## config.mk

```make
export PLATFORM = sky130hd
export DESIGN_NAME = s20h_final
export DESIGN_NICKNAME = d
export VERILOG_FILES = /design/src/rtl/s20h_pkg.sv /design/src/rtl/s20h_final.sv
export SDC_FILE = /design/constraint.sdc
export NUM_CORES = 1
export LEC_CHECK = 0
export CAP_MARGIN = 10
export CELL_PAD_IN_SITES_DETAIL_PLACEMENT = 0
export CELL_PAD_IN_SITES_GLOBAL_PLACEMENT = 1
export CORE_AREA = 2 2 599 601
export DETAILED_ROUTE_END_ITERATION = 7
export DIE_AREA = 0 0 601 603
export DONT_BUFFER_PORTS = 1
export PLACE_DENSITY_LB_ADDON = 0.1
export REMOVE_ABC_BUFFERS = 1
export SLEW_MARGIN = 20
export SYNTH_ARGS = -nofsm -noshare
export SYNTH_HDL_FRONTEND = slang
export SYNTH_SLANG_ARGS = --single-unit
```

## constraint.sdc

```tcl
create_clock -name clk -period 0.8 [get_ports clk]
set_clock_uncertainty 0.05 [all_clocks]
set_input_delay 0.04 -clock clk [delete_from_list [all_inputs] [get_ports clk]]
set_output_delay 0.04 -clock clk [all_outputs]
set_load 0.005 [all_outputs]
```

## src/rtl/s20h_pkg.sv

```systemverilog
`timescale 1ns / 1ps
`default_nettype none
// ----------------------------------------------------------------------------
// s20h_pkg: shared types and helpers for the Salsa20 core hash
// Word and state types, item structs, pipeline record and quarter-step
// indexing and rotation helpers.
// ----------------------------------------------------------------------------
package s20h_pkg;

	localparam int DOUBLE_ROUNDS = 10;
	localparam int NUM_WORDS     = 16;
	// Four dependent quarter-steps per round, two rounds per double round
	localparam int NUM_STEPS     = DOUBLE_ROUNDS * 8;
	localparam int LATENCY       = NUM_STEPS + 1;

	typedef logic [31:0] word_t;
	typedef logic [NUM_WORDS-1:0][31:0] state_t;

	typedef struct packed {
		logic [63:0] in_words_0_1;
		logic [63:0] in_words_2_3;
		logic [63:0] in_words_4_5;
		logic [63:0] in_words_6_7;
		logic [63:0] in_words_8_9;
		logic [63:0] in_words_10_11;
		logic [63:0] in_words_12_13;
		logic [63:0] in_words_14_15;
	} in_t;

	typedef struct packed {
		logic [63:0] out_words_0_1;
		logic [63:0] out_words_2_3;
		logic [63:0] out_words_4_5;
		logic [63:0] out_words_6_7;
		logic [63:0] out_words_8_9;
		logic [63:0] out_words_10_11;
		logic [63:0] out_words_12_13;
		logic [63:0] out_words_14_15;
	} out_t;

	// Quarter-step code: names the word that the step updates
	typedef enum logic [1:0] {
		STEP_B = 2'd0,
		STEP_C = 2'd1,
		STEP_D = 2'd2,
		STEP_A = 2'd3
	} step_e;

	typedef struct packed {
		logic  row;
		step_e step;
	} step_ctl_t;

	typedef struct packed {
		logic   valid;
		state_t y;
		state_t orig;
	} pipe_t;

	// Word index of position pos (a=0..d=3) in quarter-round qr
	function automatic logic [3:0] word_idx(input logic row, input logic [1:0] qr,
			input logic [1:0] pos);
		logic [1:0] k;
		k = qr + pos;
		return row ? {qr, k} : {k, qr};
	endfunction

	function automatic word_t rot_step(input step_e step, input word_t v);
		word_t r;
		case (step)
			STEP_B: r = {v[24:0], v[31:25]};
			STEP_C: r = {v[22:0], v[31:23]};
			STEP_D: r = {v[18:0], v[31:19]};
			STEP_A: r = {v[13:0], v[31:14]};
			default: r = v;
		endcase
		return r;
	endfunction

	function automatic state_t unpack_in(input in_t d);
		state_t y;
		y[0]  = d.in_words_0_1[31:0];
		y[1]  = d.in_words_0_1[63:32];
		y[2]  = d.in_words_2_3[31:0];
		y[3]  = d.in_words_2_3[63:32];
		y[4]  = d.in_words_4_5[31:0];
		y[5]  = d.in_words_4_5[63:32];
		y[6]  = d.in_words_6_7[31:0];
		y[7]  = d.in_words_6_7[63:32];
		y[8]  = d.in_words_8_9[31:0];
		y[9]  = d.in_words_8_9[63:32];
		y[10] = d.in_words_10_11[31:0];
		y[11] = d.in_words_10_11[63:32];
		y[12] = d.in_words_12_13[31:0];
		y[13] = d.in_words_12_13[63:32];
		y[14] = d.in_words_14_15[31:0];
		y[15] = d.in_words_14_15[63:32];
		return y;
	endfunction

	function automatic out_t pack_out(input state_t y);
		out_t o;
		o.out_words_0_1   = {y[1], y[0]};
		o.out_words_2_3   = {y[3], y[2]};
		o.out_words_4_5   = {y[5], y[4]};
		o.out_words_6_7   = {y[7], y[6]};
		o.out_words_8_9   = {y[9], y[8]};
		o.out_words_10_11 = {y[11], y[10]};
		o.out_words_12_13 = {y[13], y[12]};
		o.out_words_14_15 = {y[15], y[14]};
		return o;
	endfunction

endpackage
`default_nettype wire

```

## src/rtl/s20h_final.sv

```systemverilog
`timescale 1ns / 1ps
`default_nettype none
// ----------------------------------------------------------------------------
// s20h_final: feed-forward add stage
// Adds the original input words to the mixed state and registers the result.
// ----------------------------------------------------------------------------
module s20h_final (
	input  logic              clk,
	input  logic              arst_n,
	input  s20h_pkg::pipe_t   d,
	output logic              done,
	output s20h_pkg::out_t    result
);

	logic             done_s1;
	s20h_pkg::state_t sum_s1;

	always_ff @(posedge clk or negedge arst_n) begin
		if (!arst_n) begin
			done_s1 <= 1'b0;
		end else begin
			done_s1 <= d.valid;
		end
	end

	always_ff @(posedge clk) begin
		for (int i = 0; i < s20h_pkg::NUM_WORDS; i++) begin
			sum_s1[i] <= d.y[i] + d.orig[i];
		end
	end

	assign done   = done_s1;
	assign result = s20h_pkg::pack_out(sum_s1);

endmodule
`default_nettype wire

```

==> results of run 1 <==
-- stage by stage --
step / utilization / power, mW / cells / worst slack, ps / hold WS [ps]
final: 0.206 / 132 / 11200 / -1340 / -569
after global routing: 0.206 / 140 / 11100 / -1410 / -622
after CTS: 0.197 / 133 / 11000 / -1430 / -681
after detailed placement: 0.143 / 74.4 / 9878 / -2960 / -306
after global placement: 0.143 / 75.1 / 9878 / -3090 / -306
after floorplan: - / 50.5 / 3717 / -2060 / -306
-- sequential cells by signal, summed over array words and instances (netlist names) --
register  cells
result      512
done          1
-- cell usage after synthesis, types with 11 or more instances --
cell type	count	area share
a21o_1	275	0.061
ha_1	496	0.18
a221o_1	13	0.0039
o22ai_1	11	0.0020
a221oi_1	15	0.0039
nand2_1	211	0.023
o31ai_1	17	0.0038
nor2_1	238	0.026
nor2b_1	47	0.0087
xnor2_1	322	0.084
fa_1	16	0.0095
and3_1	44	0.0082
or3_1	18	0.0033
nand3_1	83	0.012
nor3_1	53	0.0079
xor2_1	132	0.034
nand4_1	46	0.0085
nand2b_1	53	0.0098
dfxtp_1	512	0.30
a41oi_1	11	0.0029
o21bai_1	57	0.013
inv_1	88	0.0098
a211oi_1	44	0.0098
and2_1	21	0.0039
o211ai_1	24	0.0053
o21a_1	57	0.013
clkbuf_1	40	0.0044
o21ai_0	205	0.030
a31o_2	14	0.0036
a21oi_1	413	0.061
a31oi_1	34	0.0063
-- layout make-up --
cell class | count | area share
Antenna cell | 24 | 0.000821
Clock buffer | 134 | 0.0372
Clock inverter | 33 | 0.00576
Inverter | 88 | 0.00455
Multi-Input combinational cell | 3116 | 0.411
Sequential cell | 513 | 0.153
Tap cell | 4751 | 0.0813
Timing Repair Buffer | 2495 | 0.306
-- power groups by stage --
stage | Combinational [mW] | Sequential, mW | Clock, mW
floorplan | 16.4 | 34.0 | 0
global placement | 36.1 | 38.9 | 0
detailed placement | 35.8 | 38.6 | 0
CTS | 47.1 | 39.7 | 45.9
global route | 54.1 | 39.6 | 46.5
finish | 49.7 | 39.1 | 43.2
-- worst min path at each step --
stage           start             endpoint  slack, ps  cells past startpoint
2_1_floorplan  arst_n       done$_DFF_PN0_       -310                      0
5_1_grt        d[613]  result[421]$_DFF_P_       -620                      2
3_5_place_dp   arst_n       done$_DFF_PN0_       -310                      0
6_report       d[613]  result[421]$_DFF_P_       -570                      2
4_1_cts        d[613]  result[421]$_DFF_P_       -680                      2
3_3_place_gp   arst_n       done$_DFF_PN0_       -310                      0
-- what timing repair did --
action	4_1_cts	5_1_grt
endpoints found under the setup margin	905	954
gates resized for setup	1672	582
buffers inserted	141	143
gates cloned	0	0
hold buffers	886	205
pin swaps	640	514
hold endpoints to repair	514	421
-- metal layers --
layer	global-route usage	part of all wire
met2	0.248	0.54
met1	0.134	0.37
met3	0.0399	0.064
met5	0	0.00053
met4	0.0321	0.024
-- cells by family after synthesis --
| group | count (synthesis) | share of synthesized area |
|---|---|---|
| fa+ha+maj | 512 | 0.193 |
| xor+xnor | 454 | 0.118 |
| mux | 1 | 0.000296 |
| compound gates | 1289 | 0.247 |
| flops | 513 | 0.304 |
| buf+inv | 130 | 0.0145 |
| simple gates | 860 | 0.123 |
==> flow_metrics.py, run 1 <==
metrics = {
    "outcome": {
        "status": "complete, but fails checks",
        "violations": "hold timing, setup timing",
    },
    "grt": {
        "grt_first_pass_wirelength_mm": 334,
        "overflow": 0,
        "antenna_found_initial": 77,
        "grt_max_degree": 13,
        "grt_use_total": 0.129,
        "grt_pass1_vias": 42400,
    },
    "worst_setup_path": {
        "worstPathCellList": "ha_1 > dlygate4sd3_1 > buf_4 > nand3_1 > nor2_4 > a21oi_2 > o211ai_1 > nand2_1 > and4_1 > or3_4 > o21ai_4 > buf_6 > xnor2_2",
        "critPathSlowestCell": "dlygate4sd3_1",
        "crit_end": "result[31]$_DFF_P_",
        "crit_cells": 13,
        "crit_start": "d[457]",
        "cp-end-kind": "register",
        "cp-start-kind": "input port",
        "critPathMaxStageDelay_ps": 620,
        "crit_family": "simple AND/OR/NAND/NOR gates",
        "cp_max_fo": 3,
        "worstPathArrival_ps": 2770,
        "crit_buf_inv": 3,
        "required_ps": 1430,
        "critPathKind": "input port to register",
    },
    "place": {
        "placed_area_um2": 50700,
        "port_buffers": 0,
        "gp_congestion": 0.818,
        "dpl.hpwl_mm": 206,
    },
    "route": {
        "firstDrtPassIters": 5,
        "drc": 0,
        "avgViaCountPerCell": 3.50,
        "vias": 39000,
        "totalWireLength_mm": 245,
        "routedWlPerCell_um": 22.0,
        "drtIter0Drc": 1145,
        "ant_nets": 0,
    },
    "timing": {
        "hold_ws_ps": -569,
        "setup_violations": 948,
        "tightest_slew_ps": 598,
        "slew_violations": 0,
        "rsz0062_at_grt": "yes",
        "setup_slack_ps": -1340,
        "setup_tns_ps": -568840,
        "period_needed_ps": 2140,
        "fmax_ghz": 0.467,
        "hold_viol_final": 352,
        "period_share": 2.68,
        "relSlewSlack": 0.591,
    },
    "power_and_ir_drop": {
        "switchingPower_mw": 45.3,
        "p_per_area_nw_per_um2": 1810,
        "peakVddDrop_mv": 1.69,
        "leakage_nw": 31.7,
        "clock_power_share": 0.328,
        "seqPwrFrac": 0.296,
        "p_comb_frac": 0.376,
        "swShare": 0.343,
        "internal-power_mw": 86.7,
    },
    "run": {
        "maxCapViolCount": 0,
    },
    "cts": {
        "cts_root_buf": "clkbuf_16",
        "clk_pin_slew_worst_paths_ps": 50,
        "cts_tree": "done",
        "cts.sinks": 513,
        "cts_made_buffers": 95,
        "ctsLongestPathBuffers": 4,
        "cts_max_level": 3,
    },
    "floorplan": {
        "dieArea_um2": 362000,
        "initial_core_util": 0.0950,
        "dieHeight_um": 603,
        "coreArea_um2": 355000,
        "num_rows": 219,
        "die-width_um": 601,
        "num_io_pins": 1540,
    },
    "synthesis": {
        "ys_types": 78,
        "ys_ff_latch": 513,
        "async_reset_ff_frac": 0.00195,
        "ys_warn_count": 0,
        "ys.flop_type": "dfxtp_1",
        "syn_area_um2": 33800,
        "synth-edff-count": 0,
        "syn_inst": 3759,
        "yosysSeqAreaShare": 0.304,
        "syn_avg_cell_area_um2": 8.98,
    },
    "final_layout": {
        "n_fill_cell": 39400,
        "final_cell_mix": "1350 x buf_4, 834 x dlygate4sd3_1, 354 x ha_1",
        "final_area_um2": 73100,
        "multi_input_area_um2": 30100,
        "register_area_um2": 11200,
        "final_common_cell": "buf_4",
        "areaGrowthSynthToFinish_pct": 117,
        "final_nets": 7848,
        "drive_above_1_share": 0.480,
    },
    "hold_path": {
        "hp-class": "input port to register",
    },
}
Power figures use the tool's default switching activity.
==> run 2, diff against run 1 <==
==> constraint.sdc (replaced) <==
create_clock -name clk -period 0.8 [get_ports clk]
set_clock_uncertainty 0.05 [all_clocks]
set_input_delay 0.24 -clock clk [delete_from_list [all_inputs] [get_ports clk]]
set_output_delay 0.24 -clock clk [all_outputs]
set_load 0.005 [all_outputs]
==> flow_metrics.py, run 2 (synthesis gave the netlist of run 1 again) <==
metrics = {
    "outcome": {
        "status": "complete, but fails checks",
        "violations": "hold timing, setup timing",
    },
    "power_and_ir_drop": {
        "seqPwrFrac": 0.291,
        "swShare": 0.341,
        "peakVddDrop_mv": 1.64,
        "leakage_nw": 30.7,
        "clock_power_share": 0.341,
        "switchingPower_mw": 45.6,
        "p_per_area_nw_per_um2": 1870,
        "internal-power_mw": 88.0,
        "p_comb_frac": 0.368,
    },
    "floorplan": {
        "num_io_pins": 1540,
        "coreArea_um2": 355000,
        "dieHeight_um": 603,
        "die-width_um": 601,
        "initial_core_util": 0.0950,
        "num_rows": 219,
        "dieArea_um2": 362000,
    },
    "route": {
        "ant_nets": 0,
        "vias": 38500,
        "avgViaCountPerCell": 3.50,
        "totalWireLength_mm": 246,
        "firstDrtPassIters": 5,
        "drc": 0,
        "routedWlPerCell_um": 22.3,
        "drtIter0Drc": 1162,
    },
    "final_layout": {
        "stdcell_count": 11000,
        "final_nets": 7678,
        "areaGrowthSynthToFinish_pct": 111,
        "drive_above_1_share": 0.479,
        "final_core_util": 0.201,
        "final_common_cell": "buf_4",
        "final_area_um2": 71300,
        "largest_register_ffs": 512,
        "final_cell_mix": "1340 x buf_4, 699 x dlygate4sd3_1, 363 x ha_1",
        "n_fill_cell": 39400,
    },
    "cts": {
        "cts_tree": "done",
        "cts_max_level": 3,
        "cts.sinks": 513,
        "ctsLongestPathBuffers": 4,
        "cts_root_buf": "clkbuf_16",
        "cts_made_buffers": 94,
        "clk_pin_slew_worst_paths_ps": 60,
    },
    "timing": {
        "setup_slack_ps": -1570,
        "setup_violations": 977,
        "hold_viol_final": 215,
        "rsz0062_at_grt": "yes",
        "period_share": 2.96,
        "tightest_slew_ps": 678,
        "period_needed_ps": 2370,
        "slew_violations": 0,
        "fmax_ghz": 0.422,
        "hold_ws_ps": -306,
        "relSlewSlack": 0.544,
    },
    "place": {
        "port_buffers": 0,
        "placed_area_um2": 51000,
        "dp_slack_ps": -3150,
        "gp_congestion": 0.815,
        "place_inst": 9886,
        "dpl.hpwl_mm": 206,
    },
    "worst_setup_path": {
        "cp_max_fo": 2,
        "cp-end-kind": "register",
        "cp-start-kind": "input port",
        "critPathKind": "input port to register",
        "required_ps": 1510,
        "worstPathArrival_ps": 3080,
    },
    "hold_path": {
        "hp-class": "input port to register",
        "holdPathStages": 2,
    },
    "grt": {
        "grt_pass1_vias": 42100,
        "grt_max_degree": 14,
        "antenna_found_initial": 82,
        "overflow": 0,
        "grt_first_pass_wirelength_mm": 336,
        "grt_use_total": 0.130,
    },
    "run": {
        "maxCapViolCount": 0,
    },
}
run 2: repair_timing:
action | in CTS | in global routing
pin swaps | 638 | 391
setup endpoints to repair | 935 | 977
hold endpoints to repair | 514 | 298
gates cloned | 0 | 0
buffers inserted | 138 | 111
resized for setup | 1640 | 422
hold buffers | 731 | 51
run 2: stage by stage:
step	power, mW	TNS, ps
finish	134	-699010
global placement	75.9	-854760
CTS	136	-776140
floorplan	50.5	-599810
detailed placement	75.2	-851500
global route	142	-758080
run 2: worst paths after layout:
path	slack (ps)	startpoint	end
max in group asynchronous	-50	arst_n	done$_DFF_PN0_
min in group asynchronous	650	arst_n	done$_DFF_PN0_
max	-1570	d[386]	result[92]$_DFF_P_
min	-310	d[848]	result[144]$_DFF_P_
run 2: power groups by stage:
stage | clock network (mW) | logic, mW | registers [mW]
after global placement | 0 | 37.2 | 38.7
after detailed placement | 0 | 36.8 | 38.4
after CTS | 48.8 | 47.6 | 39.4
after floorplan | 0 | 16.4 | 34.0
after global routing | 49.2 | 53.5 | 39.3
final | 45.6 | 49.2 | 38.9
run 2: cell type report:
class	instances	area, µm²	share of cell area
Multi-Input combinational cell	3116	29700	0.416
Timing Repair Buffer	2326	20800	0.292
Sequential cell	513	11100	0.156
Tap cell	4751	5940	0.0834
Clock buffer	126	2630	0.0369
Clock inverter	43	667	0.00935
Inverter	88	333	0.00467
Antenna cell	27	67.6	0.000948
run 2: critical path: stages:
cell	delay, ps
ha_4	150
buf_4	130
dlygate4sd3_1	570
a21o_1	190
nand4_1	90
o21ai_2	80
o21a_1	190
a221o_1	360
a21boi_1	150
buf_4	150
o21ai_4	70
buf_6	140
a2111oi_4	280
nand2b_4	190
xnor2_2	100
run 2: per-layer routing:
layer,routed length (µm),vias to the layer above,global-route usage
met5,125,-,0
met4,6700,20,0.0326
met3,16700,296,0.0406
met2,131000,985,0.250
met1,91000,18500,0.136
li1,-,18600,-
==> run 3, diff against run 2 <==
Settings changed: CELL_PAD_IN_SITES_DETAIL_PLACEMENT 0 to not set, CELL_PAD_IN_SITES_GLOBAL_PLACEMENT 1 to not set, PLACE_DENSITY set to 0.3, PLACE_DENSITY_LB_ADDON 0.1 to not set, SKIP_LAST_GASP set to 1.
==> flow_metrics.py, run 3 (synthesis gave the netlist of run 1 again) <==
metrics = {
    "worst_setup_path": {
        "worstPathCellList": "ha_4 > fa_2 > a211oi_2 > o211ai_1 > a311oi_2 > buf_4 > a21oi_4 > o21ai_4 > o21ai_2 > buf_12 > a41oi_4 > o21ai_2 > or4b_4 > nand3_1",
        "worstPathArrival_ps": 3040,
        "critPathMaxStageDelay_ps": 520,
        "cp-start-kind": "input port",
        "critPathSlowestCell": "or4b_4",
        "cp_max_fo": 2,
        "critPathKind": "input port to register",
        "crit_top_cell": "o21ai_2",
        "required_ps": 1460,
        "cp-end-kind": "register",
    },
    "cts": {
        "cts.sinks": 513,
        "cts_max_level": 3,
        "ctsLongestPathBuffers": 4,
        "cts_root_buf": "clkbuf_16",
        "clk_pin_slew_worst_paths_ps": 60,
        "cts_made_buffers": 88,
        "cts_tree": "done",
    },
    "timing": {
        "slew_violations": 0,
        "hold_ws_ps": -326,
        "fmax_ghz": 0.421,
        "setup_tns_ps": -683150,
        "rsz0062_at_grt": "yes",
        "period_share": 2.97,
        "setup_slack_ps": -1570,
        "hold_viol_final": 240,
        "setup_violations": 982,
        "relSlewSlack": 0.373,
        "tightest_slew_ps": 941,
        "period_needed_ps": 2370,
    },
    "final_layout": {
        "final_area_um2": 71700,
        "areaGrowthSynthToFinish_pct": 112,
        "drive_above_1_share": 0.497,
        "final_nets": 7582,
        "final_cell_mix": "1294 x buf_4, 549 x dlygate4sd3_1, 360 x ha_1",
        "final_common_cell": "buf_4",
        "largest_register_ffs": 512,
    },
    "route": {
        "routedWlPerCell_um": 23.4,
        "ant_nets": 0,
        "m1WireLength_mm": 97.3,
        "vias": 39200,
        "firstDrtPassIters": 5,
        "route.top_layer_used": "met5",
        "drtIter0Drc": 1542,
        "totalWireLength_mm": 256,
        "wl_met3_mm": 18.1,
        "dr_wl_met2_mm": 131,
        "avgViaCountPerCell": 3.59,
        "drc": 0,
    },
    "outcome": {
        "status": "complete, but fails checks",
        "violations": "hold timing, setup timing",
    },
    "hold_path": {
        "hp-class": "input port to register",
    },
    "power_and_ir_drop": {
        "peakVddDrop_mv": 1.92,
        "leakage_nw": 31.0,
        "power_mw": 139,
        "p_per_area_nw_per_um2": 1930,
        "clock_power_share": 0.317,
        "p_comb_frac": 0.406,
        "internal-power_mw": 90.5,
        "seqPwrFrac": 0.278,
        "switchingPower_mw": 48.1,
        "swShare": 0.347,
    },
    "floorplan": {
        "num_rows": 219,
        "dieHeight_um": 603,
        "initial_core_util": 0.0950,
        "coreArea_um2": 355000,
        "num_io_pins": 1540,
        "die-width_um": 601,
        "dieArea_um2": 362000,
    },
    "grt": {
        "grt_first_pass_wirelength_mm": 343,
        "antenna_found_initial": 83,
        "overflow": 0,
        "grt_max_degree": 12,
        "grt_use_total": 0.134,
        "grt_pass1_vias": 41300,
    },
    "place": {
        "placed_area_um2": 52600,
        "dpl.hpwl_mm": 214,
        "port_buffers": 0,
        "gp_congestion": 0.969,
    },
    "run": {
        "maxCapViolCount": 0,
    },
}
-- run 3: layer usage --
layer	vias to the layer above	global-route usage
li1	18400	-
met1	19100	0.146
met2	1254	0.243
met3	357	0.0417
met4	18	0.0465
met5	-	0
-- run 3: area by class of cell --
cell class                      instances  area [µm²]
Sequential cell                       513       11000
Tap cell                             4751        5940
Inverter                               88         330
Fill cell                           39200      284000
Antenna cell                           39        97.6
Clock buffer                          110        2370
Timing Repair Buffer                 2236       21100
Multi-Input combinational cell       3116       30100
Clock inverter                         49         764
-- run 3: per-stage QoR --
step                 util  std cells  setup slack (ps)
CTS                 0.194      10800             -1520
global placement    0.148       9922             -2970
global route        0.202      10900             -1570
detailed placement  0.148       9922             -2950
finish              0.202      10900             -1570
floorplan               -       3717             -2260
-- run 3: path summary, 6_finish.rpt --
path                         from                   to  slack, ps  cells past startpoint
max in group asynchronous  arst_n       done$_DFF_PN0_        440                      2
max                        d[480]   result[60]$_DFF_P_      -1570                     14
min in group asynchronous  arst_n       done$_DFF_PN0_        160                      2
min                        d[870]  result[166]$_DFF_P_       -330                      2
-- run 3: worst max-delay path: cells and delay by family --
| family | cells | cell delay, ps |
|---|---|---|
| buf+inv | 2 | 320 |
| fa+ha+maj | 2 | 520 |
| compound gates | 8 | 1330 |
| simple gates | 2 | 600 |
-- run 3: timing repair --
action | CTS | global route
hold endpoints to repair | 506 | 329
cloned | 0 | 0
buffers inserted | 194 | 145
gates resized for setup | 1551 | 507
pin swaps | 709 | 458
hold buffers | 576 | 52
setup endpoints to repair | 937 | 975
-- run 3: power groups by stage --
| stage | registers (mW) | clock network [mW] | logic, mW |
|---|---|---|---|
| 2_1_floorplan | 34.0 | 0 | 16.4 |
| 3_3_place_gp | 38.1 | 0 | 44.6 |
| 3_5_place_dp | 37.9 | 0 | 44.5 |
| 4_1_cts | 38.8 | 46.3 | 54.4 |
| 5_1_grt | 38.9 | 46.9 | 60.7 |
| 6_report | 38.5 | 43.9 | 56.2 |
